### src/rtl/core/psu_ram.sv
// ----------------------------------------------------------------------------
// psu_ram
// Generic single-clock RAM, one write and one read port, registered read.
// ----------------------------------------------------------------------------
module psu_ram #(
  parameter int unsigned WIDTH = 8,
  parameter int unsigned DEPTH = 256
) (
  input  logic                                      clk_i,
  input  logic                                      we_i,
  input  logic [((DEPTH > 1) ? $clog2(DEPTH) : 1)-1:0] waddr_i,
  input  logic [WIDTH-1:0]                          wdata_i,
  input  logic                                      re_i,
  input  logic [((DEPTH > 1) ? $clog2(DEPTH) : 1)-1:0] raddr_i,
  output logic [WIDTH-1:0]                          rdata_o
);

  logic [WIDTH-1:0] mem_q [DEPTH];
  logic [WIDTH-1:0] rdata_q;

  always_ff @(posedge clk_i) begin
    if (we_i) begin
      mem_q[waddr_i] <= wdata_i;
    end
    if (re_i) begin
      rdata_q <= mem_q[raddr_i];
    end
  end

  assign rdata_o = rdata_q;

endmodule

### config.mk
export PLATFORM = sky130hd
export DESIGN_NAME = psu_ram
export DESIGN_NICKNAME = d
export VERILOG_FILES = /design/src/rtl/core/psu_ram.sv
export SDC_FILE = /design/constraint.sdc
export NUM_CORES = 2
export LEC_CHECK = 0
export ABC_AREA = 1
export BUFFER_PORTS_ARGS = -buffer_cell sky130_fd_sc_hd__clkbuf_2
export CORE_MARGIN = 4
export CORE_UTILIZATION = 35
export CTS_CLUSTER_DIAMETER = 100
export DETAILED_ROUTE_END_ITERATION = 8
export GPL_TIMING_DRIVEN = 0
export PLACE_DENSITY = 0.57
export SLEW_MARGIN = 40
export SYNTH_ARGS = -nofsm -noshare
export SYNTH_HDL_FRONTEND = slang
export SYNTH_SLANG_ARGS = --single-unit
### constraint.sdc
create_clock -name clk_i -period 2.4 [get_ports clk_i]
set_input_delay 0.6 -clock clk_i [delete_from_list [all_inputs] [get_ports clk_i]]
set_output_delay 0.6 -clock clk_i [all_outputs]
set_load 0.02 [all_outputs]
Yosys cells after proc, flatten, opt, wreduce, memory -nomap -nowiden --
Memories as Yosys holds them, arrays and structs flattened. A register that Yosys moved wholly into a read port is not among the register bits. Index checks and enable logic that the tools add are counted.
Cells by class: $add $sub $neg 0, multiply operators 0, divide/modulo/power cells 0, order comparisons 0, eq/ne operators 0, shift-type cells 0, multiplexer cells 2, bitwise logic cells 0, reductions and logical operators 0
Operator list (number):
- two-way mux 1 bit | 2
Word-level totals: flip-flop bits (word level) 0, latch bits 0, bits in writable memories 2048, ROM bits 0, bits of input ports 27, output and inout bits 8, word-level logic and storage cells 3, memories kept 1
Memories:
- mem_q | words 256, width 8, read ports 1, clocked after memory_dff 1, wr ports 1, RTL line 18 | logic [WIDTH-1:0] mem_q [DEPTH];

Logic depth before layout (Yosys ltp) --
depth after elaboration 2, depth in mapped cells 15, mapped depth without buffers 11

Worst setup path before layout --
No wires, ideal clock.
kind input port to flip-flop, start in we_i, end mem mem_q[162][0] (enable), library setup time 370 ps, arrival time 1721 ps, required time 2030 ps, slack 309 ps, stages 4, path buffers 2, path through clkbuf_1 > nand3_1 > clkbuf_1 > nor2_1
On the way: word-level cells in the longest chain between the ends 2
Ends and longest elaborated chain:
- start: declaration | RTL line 10 | input logic we_i,
- two-way mux 1 bit | RTL line 22 | if (we_i) begin
- two-way mux 1 bit (implied by the code) | RTL line 23 | mem_q[waddr_i] <= wdata_i;
- end: declaration | RTL line 18
No other way between the ends.

Worst setup path in the final report --
start in waddr_i[5] in the netlist's numbering, end mem mem_q[163][5] (enable)
RTL lines:
- start: declaration | RTL line 11 | input logic [((DEPTH > 1) ? $clog2(DEPTH) : 1)-1:0] waddr_i,
Straight into the memory's write port.

==> summary.md <==
| Metric | Value |
|---|---|
| Status | complete, but fails checks |
| Failing checks | DRC, setup timing |
| Post-Syn Instances | 7003 |
| Post-Syn Area | 83500 µm² |
| Yosys warning count | 0 |
| Clock power frac | 41.3% |
| Place WS | -1650 ps |
| Finished Layout Cells | 10600 |
| Largest area contributor in the netlist | edfxtp_1 |
| Worst-path clk slew | 60 ps |
| H-tree lvl count | 4 |
| Period minus WS final | 2650 ps |
| Global-route wire length before repair | 493000 µm |
| Mapped Avg Cell Area | 11.9 µm² |
| Layout cells sized above 1 | 14.6% |
| Pre-antenna DRT Iters | 9 |
| Filler Cells Inserted | 22100 |
| Routability-driven placement congestion ratio | 1.07 |
| Clock skew | 56.9 ps |
| CTS Buf Count | 206 |
| Met3 wire len | 50100 µm |
| Critical path fanouts, max | 10 |
| Min-delay src | re_i |
| Switch Pwr | 19.7 mW |
| Total Routing Usage GR | 29.5% |
| CTS tree | done |
| Layout Nets | 7299 |
| Register bit total from synthesis | 2056 |
| Top cell type's share of synthesized area | 74.0% |
| Num rows | 179 |
| CTS Sinks | 2056 |
| WS Path Type | in -> reg |
| Hold Fails Final Rpt | 0 |
| Register area share after synthesis | 74.0% |
| Internal power | 59.0 mW |
| Final HPWL DP | 259000 µm |
| Routed wire length | 373000 µm |
| Net Sw Frac | 25.1% |
| Post-route cell area | 97100 µm² |
| Max transition margin | 31.0% |
| Yosys cell types | 13 |
| Worst path arrival time | 3160 ps |
| DRC | 1 |
| Synthesized Nets | 7030 |
| Die H | 496 µm |
| Max Cap Viol | 0 |
| Fmax achieved | 377 MHz |
| FF-to-FF Start | mem_q[193][1] |
| Worst-Margin Slew | 1030 ps |
| Uppermost routed layer | met5 |
| Die area | 246000 µm² |
| Initial antenna violation count | 24 |
| Die Wd | 496 µm |
| Routed vias | 62600 |
| DR vias/cell | 5.89 |
| 1st-iter DRT viols | 11200 |
| Area delta synth->final | 16.3% |
| Overflow after GRT | 0 |
| Critical Path Source Type | input pin |
| Fin. max-slew vios | 0 |
| Critical Path Start | waddr_i[5] |
| Post-CTS Setup Bufs | 0 |
| Post-route ant nets | 0 |
| Worst ir drop on vdd | 0.666 mV |
| Leak | 33.5 nW |
| Clock Latency Late Sink | 890 ps |
| Placed Instances | 10200 |
| WL met1 | 142000 µm |
| DR WL/cell | 35.1 µm |
| Placed inst area | 89300 µm² |
| CP required | 2900 ps |
| Vias in the first global route | 56600 |
| I/O Pins | 35 |
| Seq pwr share | 50.3% |
| Setup violators final | 597 |
| Core area | 238000 µm² |
| Power Density | 811 nW/µm² |
| RSZ-0062 raised after global routing | yes |
| Final worst-path cycle share | 111% |
| Power share of the combinational group | 8.4% |
| Bufs on Longest Clock Path | 3 |
| Initial core utilization | 35.1% |
| Synth top area cells | edfxtp_1 (74%), nand3_1 (12%), nand2_1 (9.5%) |
| Clock Root Buffer | clkbuf_16 |
| Worst setup EP type | register |
| DR WL met2 | 156000 µm |
| Buffers on Ports | 27 |
| Final setup margin | -253 ps |
| Largest net degree at the start of global routing | 92 |
| Worst Hold Class | in -> reg |
final timing paths:
check	end	slack (ps)	cells after the start
hold reg to reg	rdata_o[6]	1150	10
setup / recovery	mem_q[163][5]	-250	6
setup reg to reg	rdata_o[1]	150	10
hold / removal	rdata_o[2]	60	1
placed cells by master (no fill, tap or decap), types with 7 or more instances in the layout:
cell / instances
nand2_1: 2118
edfxtp_1: 2056
nand3_1: 1978
nor2_2: 218
clkbuf_16: 210
buf_2: 159
buf_4: 103
clkbuf_1: 77
clkbuf_4: 74
clkbuf_2: 70
clkinv_1: 61
buf_6: 57
nor2_4: 37
inv_1: 36
nand3_2: 29
nor2_1: 28
buf_16: 28
clkinv_2: 25
bufinv_16: 18
diode_2: 14
nand3_4: 12
clkbuf_8: 9
buf_8: 7
layer usage:
layer,vias to the layer above,global-route usage [%]
met2,4866,42.2
met4,16,16.7
met1,31300,40.1
li1,25500,-
met5,-,0
met3,926,8.74
state kept, by name, indices dropped and copies added, names as in the netlist:
signal,flops
mem_q,2048
rdata_o,8
cell families (layout without fill, tap and decap cells):
family	count (synthesis)	count (layout)	share of synthesized area, %
AND/OR/NAND/NOR	4425	4425	22.9
other	0	14	0
buffers and inverters	522	963	3.12
flip-flops	2056	2056	74.0
Yosys cell counts:
| library cell | count |
|---|---|
| buf_1 | 40 |
| buf_2 | 268 |
| buf_4 | 46 |
| buf_6 | 16 |
| buf_8 | 1 |
| clkbuf_1 | 112 |
| edfxtp_1 | 2056 |
| inv_1 | 36 |
| inv_2 | 2 |
| inv_4 | 1 |
| nand2_1 | 2123 |
| nand3_1 | 2019 |
| nor2_1 | 283 |
metrics by stage:
step           hold slack (ps)  TNS (ps)  util (%)  total power, mW
2_1_floorplan              699         0         -             42.8
3_3_place_gp               941  -9712320      36.9             46.4
3_5_place_dp               970  -1434410      37.6             46.4
4_1_cts                   30.1     -4720      40.6             78.1
5_1_grt                   75.8    -16290      40.9             80.1
6_report                  61.6    -42070      40.9             78.7
critical path: stages:
cell and delay, ps:
clkbuf_2 130, inv_1 60, nor2_2 560, nand3_1 550, clkbuf_1 440, nor2_2 790
repair_timing:
action | CTS | global route
endpoints found under the setup margin | 145 | 275
resized for setup | 176 | 161
endpoints found under the hold margin | 0 | 0
hold buffers | 0 | 0
layout make-up:
cell class                      count  area (µm²)  share of cell area, %
Antenna cell                       14        35.0                 0.0361
Buffer                            483        3240                   3.34
Clock buffer                      259        5440                   5.60
Clock inverter                    121        1190                   1.22
Inverter                           39         149                  0.153
Multi-Input combinational cell   4425       20300                   20.9
Sequential cell                  2056       61700                   63.6
Tap cell                         3167        3960                   4.08
Timing Repair Buffer               61        1070                   1.10
power by group through the flow:
stage	sequential, mW	combinational [mW]	clock [mW]
finish	39.6	6.60	32.5
global route	39.6	6.64	33.8
detailed placement	40.4	6.08	0
global placement	40.6	5.79	0
CTS	39.6	6.19	32.3
floorplan	40.4	2.44	0
(Power assumes the default switching activity.)
