`config.mk`:
```
export PLATFORM = sky130hd
export DESIGN_NAME = psu_recon
export DESIGN_NICKNAME = d
export VERILOG_FILES = /design/src/rtl/core/psu_pkg.sv /design/src/rtl/core/psu_recon.sv
export SDC_FILE = /design/constraint.sdc
export NUM_CORES = 1
export LEC_CHECK = 0
export ABC_AREA = 1
export BUFFER_PORTS_ARGS = -buffer_cell sky130_fd_sc_hd__buf_2
export CAP_MARGIN = 15
export CORE_AREA = 2 2 197 199
export CTS_CLUSTER_DIAMETER = 150
export DETAILED_ROUTE_END_ITERATION = 10
export DIE_AREA = 0 0 199 201
export HOLD_SLACK_MARGIN = 0.02
export SYNTH_ARGS = -nofsm -noshare
export SYNTH_HDL_FRONTEND = slang
export SYNTH_SLANG_ARGS = --single-unit
```
`constraint.sdc`:
```
create_clock -name clk_i -period 7.3 [get_ports clk_i]
set_clock_uncertainty 0.2 [all_clocks]
set_input_delay 0.365 -clock clk_i [delete_from_list [all_inputs] [get_ports clk_i]]
set_output_delay 0.365 -clock clk_i [all_outputs]
set_load 0.01 [all_outputs]
```
`src/rtl/core/psu_pkg.sv`:
```
// ----------------------------------------------------------------------------
// psu_pkg
// Shared types, constants and helpers of the PNG scanline unfilter block.
// ----------------------------------------------------------------------------
package psu_pkg;

  localparam int unsigned MAX_ROW_BYTES   = 32768;
  localparam int unsigned MAX_PIXEL_BYTES = 8;

  // Row store address, row length and history index widths
  localparam int unsigned ROW_AW = (MAX_ROW_BYTES > 1) ? $clog2(MAX_ROW_BYTES) : 1;
  localparam int unsigned RB_W   = ROW_AW + 1;
  localparam int unsigned LEN_W  = (RB_W > 16) ? RB_W : 16;
  localparam int unsigned BPP_IW = (MAX_PIXEL_BYTES > 1) ? $clog2(MAX_PIXEL_BYTES) : 1;

  localparam int unsigned BPP_W  = 4;
  localparam int unsigned ROWB_W = 16;
  localparam int unsigned CFG_W  = 16;
  localparam int unsigned CFG_IDX_W = 1;

  typedef enum logic [CFG_IDX_W-1:0] {
    CFG_BYTES_PER_PIXEL = 1'b0,
    CFG_ROW_BYTES       = 1'b1
  } psu_cfg_idx_e;

  typedef enum logic [2:0] {
    FILT_NONE  = 3'd0,
    FILT_SUB   = 3'd1,
    FILT_UP    = 3'd2,
    FILT_AVG   = 3'd3,
    FILT_PAETH = 3'd4
  } psu_filter_e;

  typedef struct packed {
    logic [7:0] data_byte;
    logic       start_of_image;
  } psu_in_t;

  typedef struct packed {
    logic [7:0] pixel_byte;
    logic       row_end;
    logic       bad_filter;
  } psu_out_t;

  // One word on its way from the sequencer to the reconstruction stage
  typedef struct packed {
    logic              bad;
    psu_filter_e       filter;
    logic              first_row;
    logic              row_end;
    logic [ROW_AW-1:0] pos;
    logic [7:0]        data;
  } psu_item_t;

  typedef struct packed {
    logic      valid;
    logic      clr_hist;
    psu_item_t item;
  } psu_issue_t;

  // Effective row length: zero reads as one, saturate at the row store depth
  function automatic logic [RB_W-1:0] row_len(logic [ROWB_W-1:0] rb);
    logic [LEN_W-1:0] r;
    r = LEN_W'(rb);
    if (r == '0) begin
      r = LEN_W'(1);
    end else if (r > LEN_W'(MAX_ROW_BYTES)) begin
      r = LEN_W'(MAX_ROW_BYTES);
    end
    return RB_W'(r);
  endfunction

  // History tap of the left neighbor: distance clamped to 1..MAX_PIXEL_BYTES
  function automatic logic [BPP_IW-1:0] bpp_index(logic [BPP_W-1:0] bpp);
    logic [BPP_W:0] b;
    b = {1'b0, bpp};
    if (b == '0) begin
      b = (BPP_W + 1)'(1);
    end else if (b > (BPP_W + 1)'(MAX_PIXEL_BYTES)) begin
      b = (BPP_W + 1)'(MAX_PIXEL_BYTES);
    end
    b = b - (BPP_W + 1)'(1);
    return BPP_IW'(b);
  endfunction

endpackage

```
`src/rtl/core/psu_recon.sv`:
```
// ----------------------------------------------------------------------------
// psu_recon
// Reconstruction stage: takes the row store read data, applies the row's
// filter, writes the byte back to the row store and holds the output word.
// ----------------------------------------------------------------------------
module psu_recon
  import psu_pkg::*;
(
  input  logic              clk_i,
  input  logic              rst_ni,
  input  psu_issue_t        issue_i,
  input  logic [BPP_IW-1:0] bpp_idx_i,
  input  logic [7:0]        rd_data_i,
  output logic              s1_free_o,
  output logic              wr_en_o,
  output logic [ROW_AW-1:0] wr_addr_o,
  output logic [7:0]        wr_data_o,
  output logic              out_valid_o,
  input  logic              out_stall_i,
  output psu_out_t          out_word_o
);

  logic      s1_valid_q;
  psu_item_t s1_q;
  logic      fwd_q;
  logic [7:0] fwd_data_q;

  logic [7:0] left_q   [MAX_PIXEL_BYTES];
  logic [7:0] upleft_q [MAX_PIXEL_BYTES];

  logic       out_valid_q;
  psu_out_t   out_q;

  logic       s1_adv;
  logic [7:0] a, b, c;
  logic [7:0] pred, val;
  logic [8:0] ab_sum;
  logic [9:0] ab_w, cc_w;
  logic [7:0] pa, pb;
  logic [9:0] pc;
  psu_out_t   res;

  assign s1_adv    = s1_valid_q && (!out_valid_q || !out_stall_i);
  assign s1_free_o = !s1_valid_q || s1_adv;

  assign a = left_q[bpp_idx_i];
  assign c = upleft_q[bpp_idx_i];
  // Take the byte being written when the read hit the same entry
  assign b = s1_q.first_row ? 8'd0 : (fwd_q ? fwd_data_q : rd_data_i);

  assign ab_sum = {1'b0, a} + {1'b0, b};
  assign ab_w   = {1'b0, ab_sum};
  assign cc_w   = {1'b0, c, 1'b0};
  assign pa     = (b >= c) ? b - c : c - b;
  assign pb     = (a >= c) ? a - c : c - a;
  assign pc     = (ab_w >= cc_w) ? ab_w - cc_w : cc_w - ab_w;

  always_comb begin
    case (s1_q.filter)
      FILT_SUB: pred = a;
      FILT_UP:  pred = b;
      FILT_AVG: pred = ab_sum[8:1];
      FILT_PAETH: begin
        if ({2'b00, pa} <= {2'b00, pb} && {2'b00, pa} <= pc) begin
          pred = a;
        end else if ({2'b00, pb} <= pc) begin
          pred = b;
        end else begin
          pred = c;
        end
      end
      default:  pred = 8'd0;
    endcase
  end

  assign val = s1_q.data + pred;

  always_comb begin
    res = '0;
    if (s1_q.bad) begin
      res.bad_filter = 1'b1;
    end else begin
      res.pixel_byte = val;
      res.row_end    = s1_q.row_end;
    end
  end

  assign wr_en_o   = s1_adv && !s1_q.bad;
  assign wr_addr_o = s1_q.pos;
  assign wr_data_o = val;

  always_ff @(posedge clk_i or negedge rst_ni) begin
    if (!rst_ni) begin
      s1_valid_q  <= 1'b0;
      out_valid_q <= 1'b0;
    end else begin
      if (issue_i.valid) begin
        s1_valid_q <= 1'b1;
      end else if (s1_adv) begin
        s1_valid_q <= 1'b0;
      end
      if (s1_adv) begin
        out_valid_q <= 1'b1;
      end else if (!out_stall_i) begin
        out_valid_q <= 1'b0;
      end
    end
  end

  always_ff @(posedge clk_i) begin
    if (issue_i.valid) begin
      s1_q       <= issue_i.item;
      fwd_q      <= wr_en_o && (wr_addr_o == issue_i.item.pos);
      fwd_data_q <= val;
    end
    if (s1_adv) begin
      out_q <= res;
    end
  end

  // Histories, newest first; a filter type byte clears them
  always_ff @(posedge clk_i or negedge rst_ni) begin
    if (!rst_ni) begin
      for (int i = 0; i < MAX_PIXEL_BYTES; i++) begin
        left_q[i]   <= 8'd0;
        upleft_q[i] <= 8'd0;
      end
    end else if (issue_i.clr_hist) begin
      for (int i = 0; i < MAX_PIXEL_BYTES; i++) begin
        left_q[i]   <= 8'd0;
        upleft_q[i] <= 8'd0;
      end
    end else if (s1_adv && !s1_q.bad) begin
      for (int i = MAX_PIXEL_BYTES - 1; i > 0; i--) begin
        left_q[i]   <= left_q[i-1];
        upleft_q[i] <= upleft_q[i-1];
      end
      left_q[0]   <= val;
      upleft_q[0] <= b;
    end
  end

  assign out_valid_o = out_valid_q;
  assign out_word_o  = out_q;

endmodule

```
* Yosys cells after proc, flatten, opt, wreduce, memory -nomap -nowiden *
Cells that the tools add are included.
Widths: inputs -> output; s select.

word-level totals
  flip-flop bits (word level) = 178
  word-level logic and storage cells = 86

cells by class
  add/subtract/negate cells = 8
  order comparisons = 7
  equal/unequal tests = 6
  mux-type cells = 23
  bitwise logic cells = 1
  reduce and logical (&&, ||, !) cells = 12

operators by type and width
  operator            number
  $mux 64             4
  $mux 8              10
  $bmux 8 s3          2
  $pmux 8 s4          1
  $sub 8x8->8         4
  $le 8x10->1         2
  $sub 9x9->10        2
  $ge 8x8->1          2
  $eq 15x15->1        1
  $mux 10             1
  $add 8x8->9         1
  $ge 9x9->1          1
  $add 8x8->8         1
  $le 8x8->1          1
  $eq 3x2->1 const B  2
  $mux 1              5
  $ge 4x4->1 const B  1
  $logic_and 1x1->1   4
  $logic_not 1->1     4
  $not 3->4           1
  $reduce_bool 2->1   2
  $eq 3x1->1 const B  1
  $eq 3x3->1 const B  1
  $logic_or 1x1->1    2
  $ne 2x1->1 const B  1

* Depth between registers and ports, before layout *
  depth in word-level cells = 14
  mapped depth = 61

* Worst setup path after synthesis *
No wires, ideal clock.

  path kind = input -> output
  start point = input port bpp_idx_i[0]
  end point = output port wr_data_o[7]
  arrival time = 7.283 ns
  data required time = 6.735 ns
  slack = -0.548 ns
  stages on the path = 57
  cell sequence = clkinv_1 -> clkbuf_1 -> buf_1 -> a21oi_1 -> o21ai_0 -> nand2_1 -> inv_1 -> o21ai_0 -> ha_1 -> a21oi_1 -> nand2_1 -> a21oi_1 -> o21ai_0 -> a21oi_1 -> o21bai_1 -> xor2_1 -> inv_1 -> ha_1 -> (+21 left out) -> buf_4 -> o21ai_1 -> a21oi_1 -> o21ai_1 -> nand2_1 -> ha_1 -> a21oi_1 -> nand2_1 -> a21oi_1 -> o21bai_1 -> nand2_1 -> nand2_1 -> a21oi_1 -> xor2_1 -> inv_1 -> nand2_2 -> nand2_2 -> inv_1

between the ends
  cells in the longest elaborated chain, start to end = 12

RTL lines
  item                                                line                              source
  from (decl)                                         psu_recon.sv:12                   input logic [BPP_IW-1:0] bpp_idx_i,
  $not 3->4 (implied by the code) *                   psu_recon.sv:46, psu_recon.sv:47
  $bmux 8 s3                                          psu_recon.sv:46                   assign a = left_q[bpp_idx_i];
  $mux 8 (implied by the code) (2 in series)          psu_recon.sv:46
  $add 8x8->9                                         psu_recon.sv:51                   assign ab_sum = {1'b0, a} + {1'b0, b};
  $sub 9x9->10 / $ge 9x9->1 (equally long branches)   psu_recon.sv:56                   assign pc = (ab_w >= cc_w) ? ab_w - cc_w : cc_w - ab_w;
  $mux 10                                             psu_recon.sv:56
  $le 8x10->1 (on tied branches)                      psu_recon.sv:66, psu_recon.sv:64
  $mux 8 / $logic_and 1x1->1 (equally long branches)  psu_recon.sv:66, psu_recon.sv:64
  $mux 8                                              psu_recon.sv:64                   if ({2'b00, pa} <= {2'b00, pb} && {2'b00, pa} <= pc) begin
  $pmux 8 s4 *                                        psu_recon.sv:59                   case (s1_q.filter)
  $add 8x8->8 *                                       psu_recon.sv:76                   assign val = s1_q.data + pred;
  to (decl)                                           psu_recon.sv:17                   output logic [7:0] wr_data_o,

Mark *: on every way between the ends. The rest lies on a longest branch, timed or not. The select of a mux whose other input is x is not followed.

* Worst setup path after layout *
  start point = register fwd_q
  end point = output port wr_data_o[7]

between the ends
  cells in the longest elaborated chain, start to end = 10

RTL lines
  item                                                line                              source
  from (decl)                                         psu_recon.sv:25                   logic fwd_q;
  from (signal assigned)                              psu_recon.sv:113                  fwd_q <= wr_en_o && (wr_addr_o == issue_i.item.pos);
  $mux 8 * (2 in series)                              psu_recon.sv:49                   assign b = s1_q.first_row ? 8'd0 : (fwd_q ? fwd_data_q : rd_data_i);
  $add 8x8->9                                         psu_recon.sv:51
  $sub 9x9->10 / $ge 9x9->1 (equally long branches)   psu_recon.sv:56
  $mux 10                                             psu_recon.sv:56
  $le 8x10->1 (on tied branches)                      psu_recon.sv:66, psu_recon.sv:64
  $mux 8 / $logic_and 1x1->1 (equally long branches)  psu_recon.sv:66, psu_recon.sv:64
  $mux 8                                              psu_recon.sv:64
  $pmux 8 s4 *                                        psu_recon.sv:59
  $add 8x8->8 *                                       psu_recon.sv:76

Mark *: on every way between the ends. The rest lies on a longest branch, timed or not.

==> results.yml <==
run_status:
  status: "complete, but fails checks"
  violations: "negative setup slack"
place:
  hpwl_um: 25000
  placed_area_mm2: 0.01377
  place.gp.congestion: 0.9022
  port_buffers: 80
synth:
  yosys-top-cells-area: "dfrtp_1 28%, edfxtp_1 12%, ha_1 8.8%, inv_1 7.7%, nand2_1 7.7%"
  syn-num-nets: 1570
  ys_warn_count: 0
  ys_ff_latch: 178
  syn-instance-count: 1435
  synth_cell_type_count: 51
  seq_area_frac_synth_pct: 40.49
  syn-cell-area_mm2: 0.01159
  ys_async_sr_fraction_pct: 73.03
  synth-edff-count: 48
  synth_area_per_cell_um2: 8.079
  dominantRegCellSynth: "dfrtp_1"
  yosysTopAreaCell: "dfrtp_1"
  synth_top_area_share_pct: 28.06
floorplan:
  core_mm2: 0.03811
  num_rows: 72
  die_area_mm2: 0.04000
  io_pins: 81
  start_util_pct: 30.42
  fp.dieW_um: 199
  die_y_um: 201
setup_path:
  reg2reg_slack_ns: 0.33
  rr_startpoint: "fwd_q$_DFFE_PP_"
  crit_start: "fwd_q$_DFFE_PP_"
  worstPathMaxFanout: 6
  regToRegEndpoint: "out_word_o[8]$_SDFFCE_PP0P_"
  cp-endpoint: "wr_data_o[7]"
  critical_path.startpoint_type: "register"
  max_stage_delay_ns: 0.44
  crit_path_end_kind: "primary output"
  crit_slowest_cell: "edfxtp_1"
  cp.required_ns: 6.73
  crit_type: "register to primary output"
  cp.arrival_ns: 6.98
  reg2regPathDepth: 49
sta:
  drv_slew: 0
  period_share_pct: 103.3
  hold_viol: 0
  holdWs_ns: 0.2155
  rsz0062_at_grt: "yes"
  fin_crit_ns: 7.543
  final-setup-viol-count: 2
  max_freq_mhz: 132.6
  worstMarginPinSlew_ns: 1.032
  finalWorstSetupSlack_ns: -0.2432
  relSlewSlack_pct: 31.20
final_layout:
  diodes: 0
  regArea_mm2: 0.004695
  num-nets-final: 1836
  final_layout_size_suffix_gt1_share_pct: 26.55
  finalInstanceArea_mm2: 0.01537
  multiInputGateArea_mm2: 0.005996
  fillerInstances: 3818
  syn2layout_area_growth_pct: 32.60
clock_tree:
  clock_path_buffers: 2
  ctsHtreeMaxLevel: 4
  numCtsBuffers: 17
  cts.sinks: 178
  clk-insertion-delay-late_ns: 0.44
  cts_root_buf: "clkbuf_16"
  clk_pin_slew_ns: 0.07
  cts_tree: "done"
power_and_ir_drop:
  powerDensity_mw_per_mm2: 301.5
  power.leakage_nw: 7.284
  ir_drop_uv: 177.3
drt:
  vias: 10720
  route.detailed.drc: 0
  firstDrtPassIters: 6
  routed_wl_um: 34370
  drt.antenna.violating_nets: 0
  drtIter0Drc: 775
  vias_per_cell: 4.802
  post_drt_wl_per_cell_um: 15.40
global_routing:
  grt-ovfl-total: 0
  grt_pass1_wl_um: 56290
  antenna_found_initial: 0
  grt_pass1_vias: 10890
  grt_start_max_net_pins: 96
  grt_use_total_pct: 17.70
min_path:
  min_path_type: "input pin to register"
flow_run:
  cap_violations: 0
how the worst min path moves through the flow:
stage                startpoint                  endpoint  slack (ns)  cells past startpoint
global placement         rst_ni    left_q[54]$_DFFE_PN0P_        0.25                      1
detailed placement       rst_ni    left_q[62]$_DFFE_PN0P_        0.26                      1
CTS                 issue_i[29]   upleft_q[1]$_DFFE_PN0P_        0.19                      2
finish              issue_i[29]   upleft_q[1]$_DFFE_PN0P_        0.22                      2
global route        issue_i[29]  upleft_q[38]$_DFFE_PN0P_        0.22                      2
floorplan                rst_ni     left_q[0]$_DFFE_PN0P_       -0.13                      0
final cells by class:
cell class / count / share of cell area (%)
multi-input cells: 932 / 39.00
flip-flops and latches: 178 / 30.54
repair buffers: 324 / 16.16
inverters: 248 / 6.080
well taps: 518 / 4.216
clock buffers: 17 / 2.767
clock inverters: 15 / 1.237
kinds of logic (layout without fill, tap and decap cells):
group / count (synthesis) / in the layout / share of synthesized area, %
buffers and inverters: 325 / 604 / 11.40
AOI/OAI and AO/OA: 377 / 377 / 18.49
DFF: 178 / 178 / 40.49
and+or+nand+nor: 428 / 428 / 16.56
muxes: 4 / 4 / 0.3454
xor gates and xnor gates: 33 / 33 / 2.493
adders and majority gates: 90 / 90 / 10.23
flip-flops by register name (all words and copies together), names as in the netlist:
| signal | flops |
|---|---|
| upleft_q | 64 |
| fwd_data_q | 8 |
| wr_addr_o | 15 |
| s1_q | 14 |
| fwd_q | 1 |
| s1_valid_q | 1 |
| left_q | 64 |
| out_word_o | 10 |
| out_valid_o | 1 |
per-stage QoR:
stage	worst slack [ns]	instances	utilization (%)	power [mW]	TNS [ns]
6_report	-0.2432	2232	40.34	4.635	-0.3956
3_3_place_gp	-0.3039	2144	36.12	3.321	-1.126
4_1_cts	-0.3258	2225	39.71	4.541	-0.6908
2_1_floorplan	0.01150	1435	-	2.473	0
5_1_grt	-0.7333	2232	40.34	4.961	-2.729
3_5_place_dp	-0.4086	2144	36.12	3.355	-2.224
synthesized netlist by cell type, drive strengths merged (2+ instances only):
library cell    n
nand2         262
ha             82
nor3           11
buf            29
o31ai          14
nor2           60
dfrtp         130
edfxtp         48
or2             8
a21o            2
clkbuf         48
o211ai          3
a221oi         10
nand4           5
xnor2           9
a211oi          3
inv           246
o21bai          5
nand3          79
xor2           24
fa              8
mux2i           4
o221ai          5
o21ai         145
clkinv          2
a31oi           3
a21oi         110
o22ai          73
nand3b          2
critical path: cells and delay by family, from the launching register on:
family | cells | cell delay [ns]
AO/OA/AOI/OAI | 11 | 1.37
XOR/XNOR | 2 | 0.32
adder cells (fa/ha/maj) | 5 | 1.40
buffers and inverters | 7 | 0.69
flip-flops | 1 | 0.44
multiplexers | 1 | 0.19
AND/OR/NAND/NOR | 24 | 2.11
placed cells by master, fill, tap and decap left out, types with 16 or more instances in the layout:
cell type      instances
o21ai_1               25
nand3_1               64
edfxtp_1              48
xor2_1                16
buf_4                198
nand2_1              229
o21ai_0              112
o22ai_1               73
buf_2                 74
a21oi_1               96
ha_1                  73
dlygate4sd3_1         31
clkbuf_16             17
dfrtp_1              130
inv_1                231
nand2_2               26
nor2_1                50
where the power goes:
| group | internal [mW] | switching [mW] |
|---|---|---|
| registers | 1.09 | 0.0261 |
| logic | 1.16 | 1.38 |
| clock network | 0.523 | 0.445 |
metal layers:
layer  up-vias  part of all wire, %  global-route usage [%]
li1       5280                    -                       -
met1      5110                   46                   24.35
met2       291                   47                   28.97
met3        38                  5.2                   3.343
met4         0                  1.5                   3.598
met5         -                    0                       0
timing repair:
| action | CTS | global route |
|---|---|---|
| buffers inserted | 20 | 10 |
| hold buffers | 31 | 0 |
| gates cloned | 1 | 0 |
| setup endpoints to repair | 8 | 17 |
| pin swaps | 40 | 34 |
| hold endpoints to repair | 105 | 0 |
| resized for setup | 63 | 42 |
Power figures use the tool's default switching activity.
