<file path="src/rtl/core/psu_pkg.sv">
// ----------------------------------------------------------------------------
// psu_pkg
// Shared types, constants and helpers of the PNG scanline unfilter block.
// ----------------------------------------------------------------------------
package psu_pkg;

  localparam int unsigned MAX_ROW_BYTES   = 32768;
  localparam int unsigned MAX_PIXEL_BYTES = 8;

  // Row store address, row length and history index widths
  localparam int unsigned ROW_AW = (MAX_ROW_BYTES > 1) ? $clog2(MAX_ROW_BYTES) : 1;
  localparam int unsigned RB_W   = ROW_AW + 1;
  localparam int unsigned LEN_W  = (RB_W > 16) ? RB_W : 16;
  localparam int unsigned BPP_IW = (MAX_PIXEL_BYTES > 1) ? $clog2(MAX_PIXEL_BYTES) : 1;

  localparam int unsigned BPP_W  = 4;
  localparam int unsigned ROWB_W = 16;
  localparam int unsigned CFG_W  = 16;
  localparam int unsigned CFG_IDX_W = 1;

  typedef enum logic [CFG_IDX_W-1:0] {
    CFG_BYTES_PER_PIXEL = 1'b0,
    CFG_ROW_BYTES       = 1'b1
  } psu_cfg_idx_e;

  typedef enum logic [2:0] {
    FILT_NONE  = 3'd0,
    FILT_SUB   = 3'd1,
    FILT_UP    = 3'd2,
    FILT_AVG   = 3'd3,
    FILT_PAETH = 3'd4
  } psu_filter_e;

  typedef struct packed {
    logic [7:0] data_byte;
    logic       start_of_image;
  } psu_in_t;

  typedef struct packed {
    logic [7:0] pixel_byte;
    logic       row_end;
    logic       bad_filter;
  } psu_out_t;

  // One word on its way from the sequencer to the reconstruction stage
  typedef struct packed {
    logic              bad;
    psu_filter_e       filter;
    logic              first_row;
    logic              row_end;
    logic [ROW_AW-1:0] pos;
    logic [7:0]        data;
  } psu_item_t;

  typedef struct packed {
    logic      valid;
    logic      clr_hist;
    psu_item_t item;
  } psu_issue_t;

  // Effective row length: zero reads as one, saturate at the row store depth
  function automatic logic [RB_W-1:0] row_len(logic [ROWB_W-1:0] rb);
    logic [LEN_W-1:0] r;
    r = LEN_W'(rb);
    if (r == '0) begin
      r = LEN_W'(1);
    end else if (r > LEN_W'(MAX_ROW_BYTES)) begin
      r = LEN_W'(MAX_ROW_BYTES);
    end
    return RB_W'(r);
  endfunction

  // History tap of the left neighbor: distance clamped to 1..MAX_PIXEL_BYTES
  function automatic logic [BPP_IW-1:0] bpp_index(logic [BPP_W-1:0] bpp);
    logic [BPP_W:0] b;
    b = {1'b0, bpp};
    if (b == '0) begin
      b = (BPP_W + 1)'(1);
    end else if (b > (BPP_W + 1)'(MAX_PIXEL_BYTES)) begin
      b = (BPP_W + 1)'(MAX_PIXEL_BYTES);
    end
    b = b - (BPP_W + 1)'(1);
    return BPP_IW'(b);
  endfunction

endpackage

</file>
<file path="src/rtl/core/psu_ctrl.sv">
// ----------------------------------------------------------------------------
// psu_ctrl
// Stream sequencer: parses filter type bytes, tracks the byte position in
// the row and issues data words and row store reads to reconstruction.
// ----------------------------------------------------------------------------
module psu_ctrl
  import psu_pkg::*;
(
  input  logic              clk_i,
  input  logic              rst_ni,
  input  logic              in_valid_i,
  output logic              in_stall_o,
  input  psu_in_t           in_word_i,
  input  logic [ROWB_W-1:0] row_bytes_i,
  input  logic              s1_free_i,
  output psu_issue_t        issue_o,
  output logic              rd_en_o,
  output logic [ROW_AW-1:0] rd_addr_o
);

  logic              halted_q, halted_d;
  logic              await_q, await_d;
  logic              first_q, first_d;
  psu_filter_e       filter_q, filter_d;
  logic [ROW_AW-1:0] pos_q, pos_d;

  logic              accept;
  logic              sof;
  logic              eff_halt, eff_await, eff_first;
  logic [ROW_AW-1:0] eff_pos;
  logic [RB_W-1:0]   pos_next;
  logic              last;

  assign in_stall_o = !s1_free_i;
  assign accept     = in_valid_i && s1_free_i;
  assign sof        = in_word_i.start_of_image;

  // Start of image drops the row in progress and releases a halt
  assign eff_halt  = sof ? 1'b0 : halted_q;
  assign eff_await = sof ? 1'b1 : await_q;
  assign eff_first = sof ? 1'b1 : first_q;
  assign eff_pos   = sof ? '0 : pos_q;

  assign pos_next = {1'b0, eff_pos} + RB_W'(1);
  assign last     = pos_next >= row_len(row_bytes_i);

  always_comb begin
    halted_d = halted_q;
    await_d  = await_q;
    first_d  = first_q;
    filter_d = filter_q;
    pos_d    = pos_q;
    issue_o  = '0;
    issue_o.item.filter    = filter_q;
    issue_o.item.first_row = eff_first;
    issue_o.item.pos       = eff_pos;
    issue_o.item.data      = in_word_i.data_byte;
    issue_o.item.row_end   = last;
    rd_en_o  = 1'b0;
    if (accept && !eff_halt) begin
      halted_d = 1'b0;
      first_d  = eff_first;
      if (eff_await) begin
        issue_o.clr_hist = 1'b1;
        pos_d            = '0;
        if (in_word_i.data_byte > 8'(FILT_PAETH)) begin
          halted_d           = 1'b1;
          await_d            = 1'b1;
          issue_o.valid      = 1'b1;
          issue_o.item.bad   = 1'b1;
        end else begin
          filter_d = psu_filter_e'(in_word_i.data_byte[2:0]);
          await_d  = 1'b0;
        end
      end else begin
        issue_o.valid = 1'b1;
        rd_en_o       = 1'b1;
        if (last) begin
          await_d = 1'b1;
          first_d = 1'b0;
          pos_d   = '0;
        end else begin
          pos_d = pos_next[ROW_AW-1:0];
        end
      end
    end
  end

  assign rd_addr_o = eff_pos;

  always_ff @(posedge clk_i or negedge rst_ni) begin
    if (!rst_ni) begin
      halted_q <= 1'b0;
      await_q  <= 1'b1;
      first_q  <= 1'b1;
      filter_q <= FILT_NONE;
      pos_q    <= '0;
    end else begin
      halted_q <= halted_d;
      await_q  <= await_d;
      first_q  <= first_d;
      filter_q <= filter_d;
      pos_q    <= pos_d;
    end
  end

endmodule

</file>
<file path="config.mk">
export PLATFORM = sky130hd
export DESIGN_NAME = psu_ctrl
export DESIGN_NICKNAME = d
export VERILOG_FILES = /design/src/rtl/core/psu_pkg.sv /design/src/rtl/core/psu_ctrl.sv
export SDC_FILE = /design/constraint.sdc
export NUM_CORES = 1
export LEC_CHECK = 0
export BUFFER_PORTS_ARGS = -buffer_cell sky130_fd_sc_hd__buf_2
export CELL_PAD_IN_SITES_DETAIL_PLACEMENT = 1
export CELL_PAD_IN_SITES_GLOBAL_PLACEMENT = 2
export CORE_ASPECT_RATIO = 1.2
export CORE_MARGIN = 5
export CORE_UTILIZATION = 30
export CTS_CLUSTER_SIZE = 25
export DETAILED_ROUTE_END_ITERATION = 16
export PLACE_DENSITY = 0.95
export SLEW_MARGIN = 20
export SYNTH_ARGS = -nofsm -noshare
export SYNTH_HDL_FRONTEND = slang
export SYNTH_SLANG_ARGS = --single-unit
</file>
<file path="constraint.sdc">
create_clock -name clk_i -period 12.1 [get_ports clk_i]
set_input_delay 3.025 -clock clk_i [delete_from_list [all_inputs] [get_ports clk_i]]
set_output_delay 3.025 -clock clk_i [all_outputs]
set_load 0.02 [all_outputs]
</file>
# After elaboration in Yosys (flattened, before gate mapping)
# Cells that the tools add are included.
dict set report totals {
  regBits 21
  in_bits 29
}
dict set report op_classes {
  n_addsub 1
  magnitude_cmp 3
  mux 19
  n_bitwise 1
  n_reduce_logical 8
}
# op count
set op_table {}
lappend op_table {{15-bit 2-to-1 mux} 3}
lappend op_table {{16-bit 2-to-1 mux} 2}
lappend op_table {{15-bit by 1-bit adder with 16-bit output, second input constant} 1}
lappend op_table {{16-bit >= comparator} 1}
lappend op_table {{16-bit greater-than comparator, second input constant} 1}
lappend op_table {{16-bit zero test} 1}
lappend op_table {{1-bit 2-to-1 mux} 12}
lappend op_table {{8-bit by 3-bit greater-than comparator with 1-bit output, second input constant} 1}
lappend op_table {{3-bit 2-to-1 mux} 1}
lappend op_table {{3-bit AND reduction} 1}
lappend op_table {{1-bit logical AND} 2}
lappend op_table {{1-bit zero test} 2}
lappend op_table {{2-bit 2-to-1 mux} 1}
lappend op_table {{2-bit AND reduction} 1}
lappend op_table {{2-bit nonzero test} 1}
lappend op_table {{1-bit inverter} 1}

# Longest topological paths before layout
# Gate-level depths: netlist (run 1).
dict set report depth {
  word_depth 6
  depth_mapped 16
  mapped_depth_nobuf 12
}

# Least setup slack after synthesis (run 1)
# OpenSTA, ideal clock, no wires.
dict set report synth_timing {
  path_kind {input-to-output}
  from {in in_word_i[0] (netlist bit)}
  to {out issue_o[23] (netlist bit)}
  arrival_ps 6479
  required_time_ps 9075
  setup_slack_ps 2596
  stages 15
  cell_sequence {buf_6 clkbuf_1 buf_1 nor2b_1 ha_1 nand2_1 nor4_4 nand4_1 xnor2_1 ha_1 and4_1 nand4_1 or4_4 nand3_1 buf_4}
}
# element line_no
set synth_rtl {}
lappend synth_rtl {{from (decl)} psu_ctrl.sv:13} ;# input psu_in_t in_word_i,
lappend synth_rtl {{to (decl)} psu_ctrl.sv:16} ;# output psu_issue_t issue_o,

==> results of run 1 <==
flip-flops by register name (all words and copies together), names as in the netlist:
signal    count
await_q       1
halted_q      1
pos_q        15
filter_q      3
first_q       1
layout by cell type (no fill, tap or decap), drive strengths merged:
cell and count:
nand3b 1, xor2 6, inv 11, nor2 6, a21oi 6, nand3 7
and4 3, ha 17, nor4 6, buf 77, o21ai 4, clkbuf 3
mux2 3, nand2b 3, nand2 23, o32ai 1, and2b 4, a221o 1
clkinv 1, dfstp 2, a21o 6, nand4 5, nor2b 7, o21bai 1
a31oi 2, and2 2, o211ai 1, a41oi 1, and3 4, xnor2 7
or4 1, a32o 12, dfrtp 19, or2 1, nand4b 1, nor3 5
o21a 1, a2111oi 1
cell type report:
| class | instances | area [um^2] |
|---|---|---|
| timing repair buffer | 77 | 387.9 |
| clock inverter | 1 | 5.005 |
| clock buffer | 3 | 41.29 |
| inverter | 11 | 41.29 |
| sequential | 21 | 528.0 |
| multi-input combinational | 149 | 1116 |
| tap | 85 | 106.4 |
| fill | 794 | 4100 |
routing by layer:
layer | global-route usage | part of all wire | up-vias
met5 | 0 | 0 | -
met4 | 0.04654 | 0.015 | 0
met3 | 0.01435 | 0.031 | 6
met2 | 0.2691 | 0.55 | 44
met1 | 0.1501 | 0.40 | 856
li1 | - | - | 841
per-stage QoR:
step                instance area, um^2  std cells
finish                             2226        347
global route                       2226        347
CTS                                2226        347
detailed placement                 2180        343
global placement                   2180        343
floorplan                          1924        213
kinds of logic (layout without fill, tap and decap cells):
logic type / count (synthesis) / in the layout / share of synthesized area
xor gates and xnor gates: 13 / 13 / 0.05917
DFF: 21 / 21 / 0.2744
muxes: 3 / 3 / 0.01755
adders and majority gates: 17 / 17 / 0.1105
AOI/OAI and AO/OA: 37 / 37 / 0.1522
buffers and inverters: 43 / 92 / 0.1456
and+or+nand+nor: 79 / 79 / 0.2406
path summary, 6_finish.rpt:
check | slack, ns | start | depth (start not counted) | to
setup / recovery | 2.77 | in_word_i[0] | 13 | issue_o[23]
hold / removal | 0.50 | halted_q$_DFFE_PN0P_ | 1 | halted_q$_DFFE_PN0P_
setup reg to reg | 8.42 | pos_q[0]$_DFFE_PN0P_ | 12 | pos_q[10]$_DFFE_PN0P_
hold reg to reg | 0.50 | halted_q$_DFFE_PN0P_ | 1 | halted_q$_DFFE_PN0P_
max in group asynchronous | 9.01 | rst_ni | 1 | first_q$_DFFE_PN1P_
min in group asynchronous | 2.71 | rst_ni | 1 | filter_q[0]$_DFFE_PN0P_
power breakdown:
part           switching (mW)  internal [mW]
Sequential            0.00118         0.0723
Clock                  0.0249         0.0230
Combinational          0.0199         0.0119
==> metrics, run 1 <==
most area-consuming cells after synthesis=dfrtp_1 25%, ha_1 11%, buf_4 9.8%; Slew headroom=0.4314; Clock Pin Slew Worst Setup and Hold Paths=~0.08 ns; Hold/Removal Path Class=reg -> reg; cts hold-fix bufs=0; initial antenna violation count=0; Final Skew=0.004052 ns; DR DRC count=0; asr flop ratio synth=1.000; P_leak=1.223 nW; critical path endpoint category=primary output; worst-path cell chain=buf_2 -> nor2b_1 -> ha_1 -> nand2_1 -> nor4_4 -> nand4_1 -> xnor2_1 -> ha_1 -> and4_1 -> nand4_1 -> or4_4 -> nand3_1 -> buf_2; Layout Utilization=0.3519; drt initial violations=38; total die area=between 8000 and 9000 um^2; Total GRT Usage=0.1369; HPWL Detailed=between 4000 and 5000 um; post-CTS setup buffers=0; Worst Setup Start Kind=input port; die width=~83 um; status=completed; RSZ-0062 raised after global routing=false; setup_tns=0 ns; Ys Warns=0; worst path bufs/invs=2; pin count of the biggest net entering global routing=27; share of cells above drive strength 1=0.3817; Netlist cell types=47; setup violators final=0; global-route wire length before repair=9156 um; total core area=6326 um^2; #FFs+latches synth=21; Initial Util=0.3042; Worst-Margin Slew=approximately 0.85 ns; overflow left after global routing=0; Pre-antenna DRT Iters=4; final setup margin=2.765 ns; maxcap violations=0; Post-layout nets=309; leading area contributor after synthesis=dfrtp_1; Top delay family on crit path=simple AND/OR/NAND/NOR gates; clk_lat worst skew=0.27 ns; CP peak stage delay=0.57 ns; n_diodes=0; post-CTS sizing=0; CP required=9.07 ns; Design Power=approximately 0.15 mW; Primary FF master, synth=dfrtp_1; power per cell area=slightly below 70 nW/um^2; Final Hold Fails=0; top-area cell type share of the netlist area=0.2471; Slowest-stage cell, CP=or4_4; Setup WS pre-CTS=2.764 ns; top post-synthesis cells by count=25 x buf_4, 23 x nand2_1, 19 x dfrtp_1, 17 x ha_1, 12 x a32o_1; Port Buf Inserts=76; final antenna-violating net count=0; root buf cell=clkbuf_8; vias in the first global route=1,918; total number of vias=1,747; syn avg cell area=~9.0 um^2; Num CTS Buffers=3; CTS tree=built; Max VDD drop=about 0.000047 V; Mapped Cells=around 210; fmax=107.1 MHz; period utilization=0.7715; Detailed Route WL=5493 um; die height=between 90 and 100 um; detail-routed via count per cell=5.035; synth-to-layout area growth=15.67%; routed wire length per instance=15.83 um; row count=32; Seq/Total Area, Yosys=0.2744; Clock Path Buffers=2; min cycle time layout=9.335 ns; count leader, synth=buf_4; Setup Crit Path Kind=in -> out; H-tree depth=1; Post-synth EDFFs=0; CP arrival=6.31 ns; Worst Path Max Fanout=26; Slew Viols, Final=0; worst hold slack=between 0.4 and 0.5 ns; io pins=77; RePlAce Congestion=0.8004; Post-Syn Area=about 1900 um^2; total nets after synthesis=259; CTS sink count=21
(Power assumes the default switching activity.)
==> run 2: changes to the inputs <==
--- a/config.mk
+++ b/config.mk
@@ -10,10 +10,10 @@
 export CELL_PAD_IN_SITES_GLOBAL_PLACEMENT = 2
 export CORE_ASPECT_RATIO = 1.2
 export CORE_MARGIN = 5
-export CORE_UTILIZATION = 30
+export CORE_UTILIZATION = 28
 export CTS_CLUSTER_SIZE = 25
 export DETAILED_ROUTE_END_ITERATION = 16
-export PLACE_DENSITY = 0.95
+export PLACE_DENSITY = 0.92
 export SLEW_MARGIN = 20
 export SYNTH_ARGS = -nofsm -noshare
 export SYNTH_HDL_FRONTEND = slang
==> constraint.sdc (replaced) <==
create_clock -name clk_i -period 9.15 [get_ports clk_i]
set_input_delay 2.2875 -clock clk_i [delete_from_list [all_inputs] [get_ports clk_i]]
set_output_delay 2.2875 -clock clk_i [all_outputs]
set_load 0.02 [all_outputs]
==> metrics, run 2 (synthesis results as in run 1) <==
Setup Crit Path Kind=in -> out (unchanged); total number of vias=1,732 (was 1,747); setup violators final=0 (unchanged); Worst Setup Start Kind=input port (unchanged); cts hold-fix bufs=0 (unchanged); maxcap violations=0 (unchanged); initial antenna violation count=0 (unchanged); global-route wire length before repair=9080 um (was 9156 um); Post-layout nets=309 (unchanged); worst-path cell chain=buf_2 -> nor2b_1 -> ha_1 -> nand2_1 -> nor4_4 -> nand4_1 -> xnor2_1 -> ha_1 -> and4_1 -> nand4_1 -> or4_4 -> nand3_1 -> buf_2 (unchanged); Hold Crit Start=halted_q$_DFFE_PN0P_ (unchanged); Metal-1 WL=2325 um (was 2222 um); Total GRT Usage=0.1302 (was 0.1369); detail-routed via count per cell=4.963 (was 5.035); status=completed (unchanged); clk_lat worst skew=0.26 ns (was 0.27 ns); Detailed Route WL=5563 um (was 5493 um); P_leak=1.220 nW (was 1.223 nW); Max VDD drop=0.00006823 V (was 0.00004749 V); pin count of the biggest net entering global routing=27 (unchanged); Pre-antenna DRT Iters=4 (unchanged); period utilization=0.8627; Slew headroom=0.4809 (was 0.4314); CP peak stage delay=0.57 ns (about the same); Slowest-stage cell, CP=or4_4 (unchanged); overflow left after global routing=0 (unchanged); row count=33 (was 32); Clock Pin Slew Worst Setup and Hold Paths=0.07 ns (was 0.08 ns); setup_tns=0 ns (unchanged); number of fill cells=854 (was 794); number of cells on the worst reg-to-reg path=12 (unchanged); final antenna-violating net count=0 (unchanged); total core area=6771 um^2 (was 6326 um^2); min cycle time layout=between 7 and 8 ns; H-tree depth=1 (unchanged); root buf cell=clkbuf_8 (unchanged); routed wire length per instance=15.94 um (was 15.83 um); total die area=8638 um^2 (was 8123 um^2); RePlAce Congestion=0.7808 (was 0.8004); max reg flops=15 (unchanged); commonest non-fill, non-tap cells in the layout=76 x buf_2, 23 x nand2_1, 19 x dfrtp_1 (unchanged); fmax=around 130 MHz; CTS sink count=21 (unchanged); Initial Util=0.2842 (was 0.3042); Final Hold Fails=0 (unchanged); Worst R2R End=pos_q[6]$_DFFE_PN0P_ (was pos_q[10]$_DFFE_PN0P_); Final Skew=0.006311 ns (was 0.004052 ns); Num CTS Buffers=3 (unchanged); die width=85.68 um (was 83.11 um); Worst-Margin Slew=0.7763 ns (was 0.8504 ns); worst path bufs/invs=2 (unchanged); synth-to-layout area growth=15.73% (was 15.67%); post-CTS sizing=0 (unchanged); Clock Path Buffers=2 (unchanged); DR WL met2=2988 um (was 3017 um); RSZ-0062 raised after global routing=false (unchanged); FF-to-FF setup slack=5.47 ns (was 8.42 ns); leading cell type in the layout, fill and taps excluded=buf_2 (unchanged); Top delay family on crit path=simple AND/OR/NAND/NOR gates (unchanged); HPWL Detailed=4574 um (was 4535 um); worst hold path depth=1 (unchanged); Critical R2R Launch=pos_q[0]$_DFFE_PN0P_ (unchanged); Top Layer Used=met4 (unchanged); share of cells above drive strength 1=0.3779 (was 0.3817); CP required=6.86 ns (was 9.07 ns); CTS tree=built (unchanged); n_diodes=0 (unchanged); die height=100.8 um (was 97.74 um); Hold/Removal Path Class=reg -> reg (unchanged); drt initial violations=81 (was 38); Slew Viols, Final=0 (unchanged); io pins=77 (unchanged); Port Buf Inserts=76 (unchanged); Biggest register=pos_q (unchanged); crit path launch=in_word_i[0] (unchanged); DR DRC count=0 (unchanged); CP arrival=5.61 ns (was 6.31 ns); vias in the first global route=1,854 (was 1,918); power per cell area=90.05 nW/um^2 (was 68.86 nW/um^2); WHS Endpoint=halted_q$_DFFE_PN0P_ (unchanged); Met3 Wirelength=206 um (was 172 um); Reg area=528.0 um^2 (unchanged); Worst Path Max Fanout=26 (unchanged); post-CTS setup buffers=0 (unchanged); worst hold slack=0.4841 ns (was 0.4955 ns); biggest regs=pos_q (15), filter_q (3) (unchanged); critical path endpoint category=primary output (unchanged); area occupied by multi-input gates=1116 um^2 (unchanged)
run 2: cell count changes in the layout (fill, tap and decap cells not counted), sizes merged:
cell,change
clkbuf,+1
clkinv,-1
run 2: per-stage QoR:
step,total power [mW],area [um^2],std cells,util,setup slack [ns]
floorplan,0.1256,1924,213,-,1.121
global placement,0.1404,2182,345,0.3222,1.397
detailed placement,0.1413,2182,345,0.3222,1.245
CTS,0.2034,2227,349,0.3289,1.233
global route,0.2138,2227,349,0.3289,0.9964
finish,0.2006,2227,349,0.3289,1.256
run 2: how the worst max path moves through the flow:
| stage | slack (ns) | cells after the start | endpoint |
|---|---|---|---|
| global placement | 1.40 | 13 | issue_o[23] |
| global route | 1.0 | 13 | issue_o[23] |
| finish | 1.26 | 13 | issue_o[23] |
| CTS | 1.23 | 13 | issue_o[23] |
| detailed placement | 1.25 | 13 | issue_o[23] |
| floorplan | 1.12 | 15 | issue_o[23] |
run 2: final cells by class:
| class | count | share of cell area |
|---|---|---|
| flip-flops and latches | 21 | 0.2371 |
| clock buffers | 4 | 0.02022 |
| inverters | 11 | 0.01854 |
| repair buffers | 77 | 0.1742 |
| well taps | 87 | 0.04888 |
| multi-input cells | 149 | 0.5011 |
run 2: power breakdown:
part / switching, mW / internal, mW / leakage (nW)
Combinational: 0.0260 / 0.0156 / 0.915
Clock: 0.0307 / 0.0310 / 0.0228
Sequential: 0.00163 / 0.0957 / 0.282
run 2: metal layers:
metal,track usage,vias up
li1,-,846
met1,0.1498,847
met2,0.2500,37
met3,0.01881,2
met4,0.03045,0
met5,0,-
==> run 3: changes to the inputs <==
--- a/config.mk
+++ b/config.mk
@@ -13,7 +13,7 @@
 export CORE_UTILIZATION = 28
 export CTS_CLUSTER_SIZE = 25
 export DETAILED_ROUTE_END_ITERATION = 16
-export PLACE_DENSITY = 0.92
+export PLACE_DENSITY_LB_ADDON = 0.1
 export SLEW_MARGIN = 20
 export SYNTH_ARGS = -nofsm -noshare
 export SYNTH_HDL_FRONTEND = slang
==> metrics, run 3 (synthesis results as in run 1) <==
status=completed (unchanged); die height=100.8 um (unchanged); Pre-antenna DRT Iters=4 (unchanged); number of cells on the worst reg-to-reg path=12 (unchanged); commonest non-fill, non-tap cells in the layout=76 x buf_2, 23 x nand2_1, 19 x dfrtp_1 (unchanged); root buf cell=clkbuf_8 (unchanged); Placed Cells=345 (unchanged); maxcap violations=0 (unchanged); period utilization=0.8718 (was 0.8627); P_leak=1.220 nW (unchanged); Critical Path End=issue_o[23] (unchanged); Biggest register=pos_q (unchanged); post-CTS setup buffers=0 (unchanged); Initial Util=0.2842 (unchanged); pin count of the biggest net entering global routing=27 (unchanged); Worst-Margin Slew=0.8851 ns (was 0.7763 ns); post-CTS sizing=0 (unchanged); FF-to-FF setup slack=5.39 ns (was 5.47 ns); Setup Crit Path Kind=in -> out (unchanged); H-tree depth=1 (unchanged); Critical R2R Launch=pos_q[0]$_DFFE_PN0P_ (unchanged); RePlAce Congestion=0.7352 (was 0.7808); share of cells above drive strength 1=0.3779 (unchanged); CTS tree=built (unchanged); clk_lat worst skew=0.26 ns (about the same); Post-layout nets=309 (unchanged); final antenna-violating net count=0 (unchanged); setup violators final=0 (unchanged); max reg flops=15 (unchanged); crit path launch=in_word_i[0] (unchanged); fmax=125.4 MHz (was 126.7 MHz); overflow left after global routing=0 (unchanged); synth-to-layout area growth=15.73% (unchanged); Clock Path Buffers=2 (unchanged); Max VDD drop=0.00007153 V (was 0.00006823 V); HPWL Detailed=4577 um (was 4574 um); Final Hold Fails=0 (unchanged); Worst R2R End=pos_q[11]$_DFFE_PN0P_ (was pos_q[6]$_DFFE_PN0P_); critical path endpoint category=primary output (unchanged); biggest regs=pos_q (15), filter_q (3) (unchanged); Num CTS Buffers=3 (unchanged); Detailed Route WL=5583 um (was 5563 um); setup_tns=0 ns (unchanged); detail-routed via count per cell=4.926 (was 4.963); Final Skew=0.004808 ns (was 0.006311 ns); total core area=6771 um^2 (unchanged); routed wire length per instance=16.00 um (was 15.94 um); DR DRC count=0 (unchanged); io pins=77 (unchanged); vias in the first global route=1,881 (was 1,854); n_diodes=0 (unchanged); min cycle time layout=7.977 ns (was 7.894 ns); total number of vias=1,719 (was 1,732); Worst Path Max Fanout=26 (unchanged); drt initial violations=42 (was 81); total die area=8638 um^2 (unchanged); initial antenna violation count=0 (unchanged); global-route wire length before repair=9342 um (was 9080 um); Slew Viols, Final=0 (unchanged); final std cells w/o fill=349 (unchanged); Design Power=0.2007 mW (was 0.2006 mW); Worst Setup Start Kind=input port (unchanged); CTS sink count=21 (unchanged); Hold/Removal Path Class=reg -> reg (unchanged); CP required=6.86 ns (about the same); Port Buf Inserts=76 (unchanged); CP arrival=5.69 ns (was 5.61 ns); Hold Crit Start=halted_q$_DFFE_PN0P_ (unchanged); power per cell area=90.10 nW/um^2 (was 90.05 nW/um^2); row count=33 (unchanged); Slew headroom=0.4082 (was 0.4809); leading cell type in the layout, fill and taps excluded=buf_2 (unchanged); cts hold-fix bufs=0 (unchanged); RSZ-0062 raised after global routing=false (unchanged); die width=85.68 um (unchanged); Clock Pin Slew Worst Setup and Hold Paths=0.08 ns (was 0.07 ns); Total GRT Usage=0.1336 (was 0.1302)
## run 3: how the worst min path moves through the flow
stage                      endpoint  slack, ns  cells after the start
6_report       halted_q$_DFFE_PN0P_       0.48                      1
5_1_grt        pos_q[8]$_DFFE_PN0P_       0.51                      1
4_1_cts        halted_q$_DFFE_PN0P_       0.49                      1
3_5_place_dp   halted_q$_DFFE_PN0P_       0.47                      1
3_3_place_gp   halted_q$_DFFE_PN0P_       0.46                      1
2_1_floorplan  halted_q$_DFFE_PN0P_       0.45                      1
## run 3: power by group
group	total (mW)	internal (mW)	switching (mW)
logic	0.0419	0.0156	0.0262
clock network	0.0615	0.0310	0.0305
registers	0.0972	0.0957	0.00156
## run 3: worst max-delay path, stage by stage
cell	delay [ns]
buf_2	0.24
nor2b_1	0.36
ha_1	0.30
nand2_1	0.13
nor4_4	0.40
nand4_1	0.17
xnor2_1	0.19
ha_1	0.30
and4_1	0.19
nand4_1	0.15
or4_4	0.58
nand3_1	0.18
buf_2	0.20
## run 3: per-stage QoR
step	hold WS, ns	worst slack, ns	area (um^2)	utilization
after global routing	0.5059	0.8823	2227	0.3289
after floorplan	0.4497	1.121	1924	-
after global placement	0.4638	1.214	2182	0.3222
after CTS	0.4921	1.131	2227	0.3289
final	0.4842	1.173	2227	0.3289
after detailed placement	0.4719	1.140	2182	0.3222
## run 3: cell type report
| cell class | instances | area, um^2 |
|---|---|---|
| clock buffer | 4 | 45.04 |
| fill | 839 | 4544 |
| inverter | 11 | 41.29 |
| multi-input combinational | 149 | 1116 |
| sequential | 21 | 528.0 |
| tap | 87 | 108.9 |
| timing repair buffer | 77 | 387.9 |
## run 3: metal layers
layer,wire length (um),part of all wire,global-route usage,up-vias
met3,209,0.037,0.01390,2
met4,24,0.0043,0.03045,0
met2,2637,0.47,0.2261,52
met1,2712,0.49,0.1831,821
li1,-,-,-,844
met5,0,0,0,-
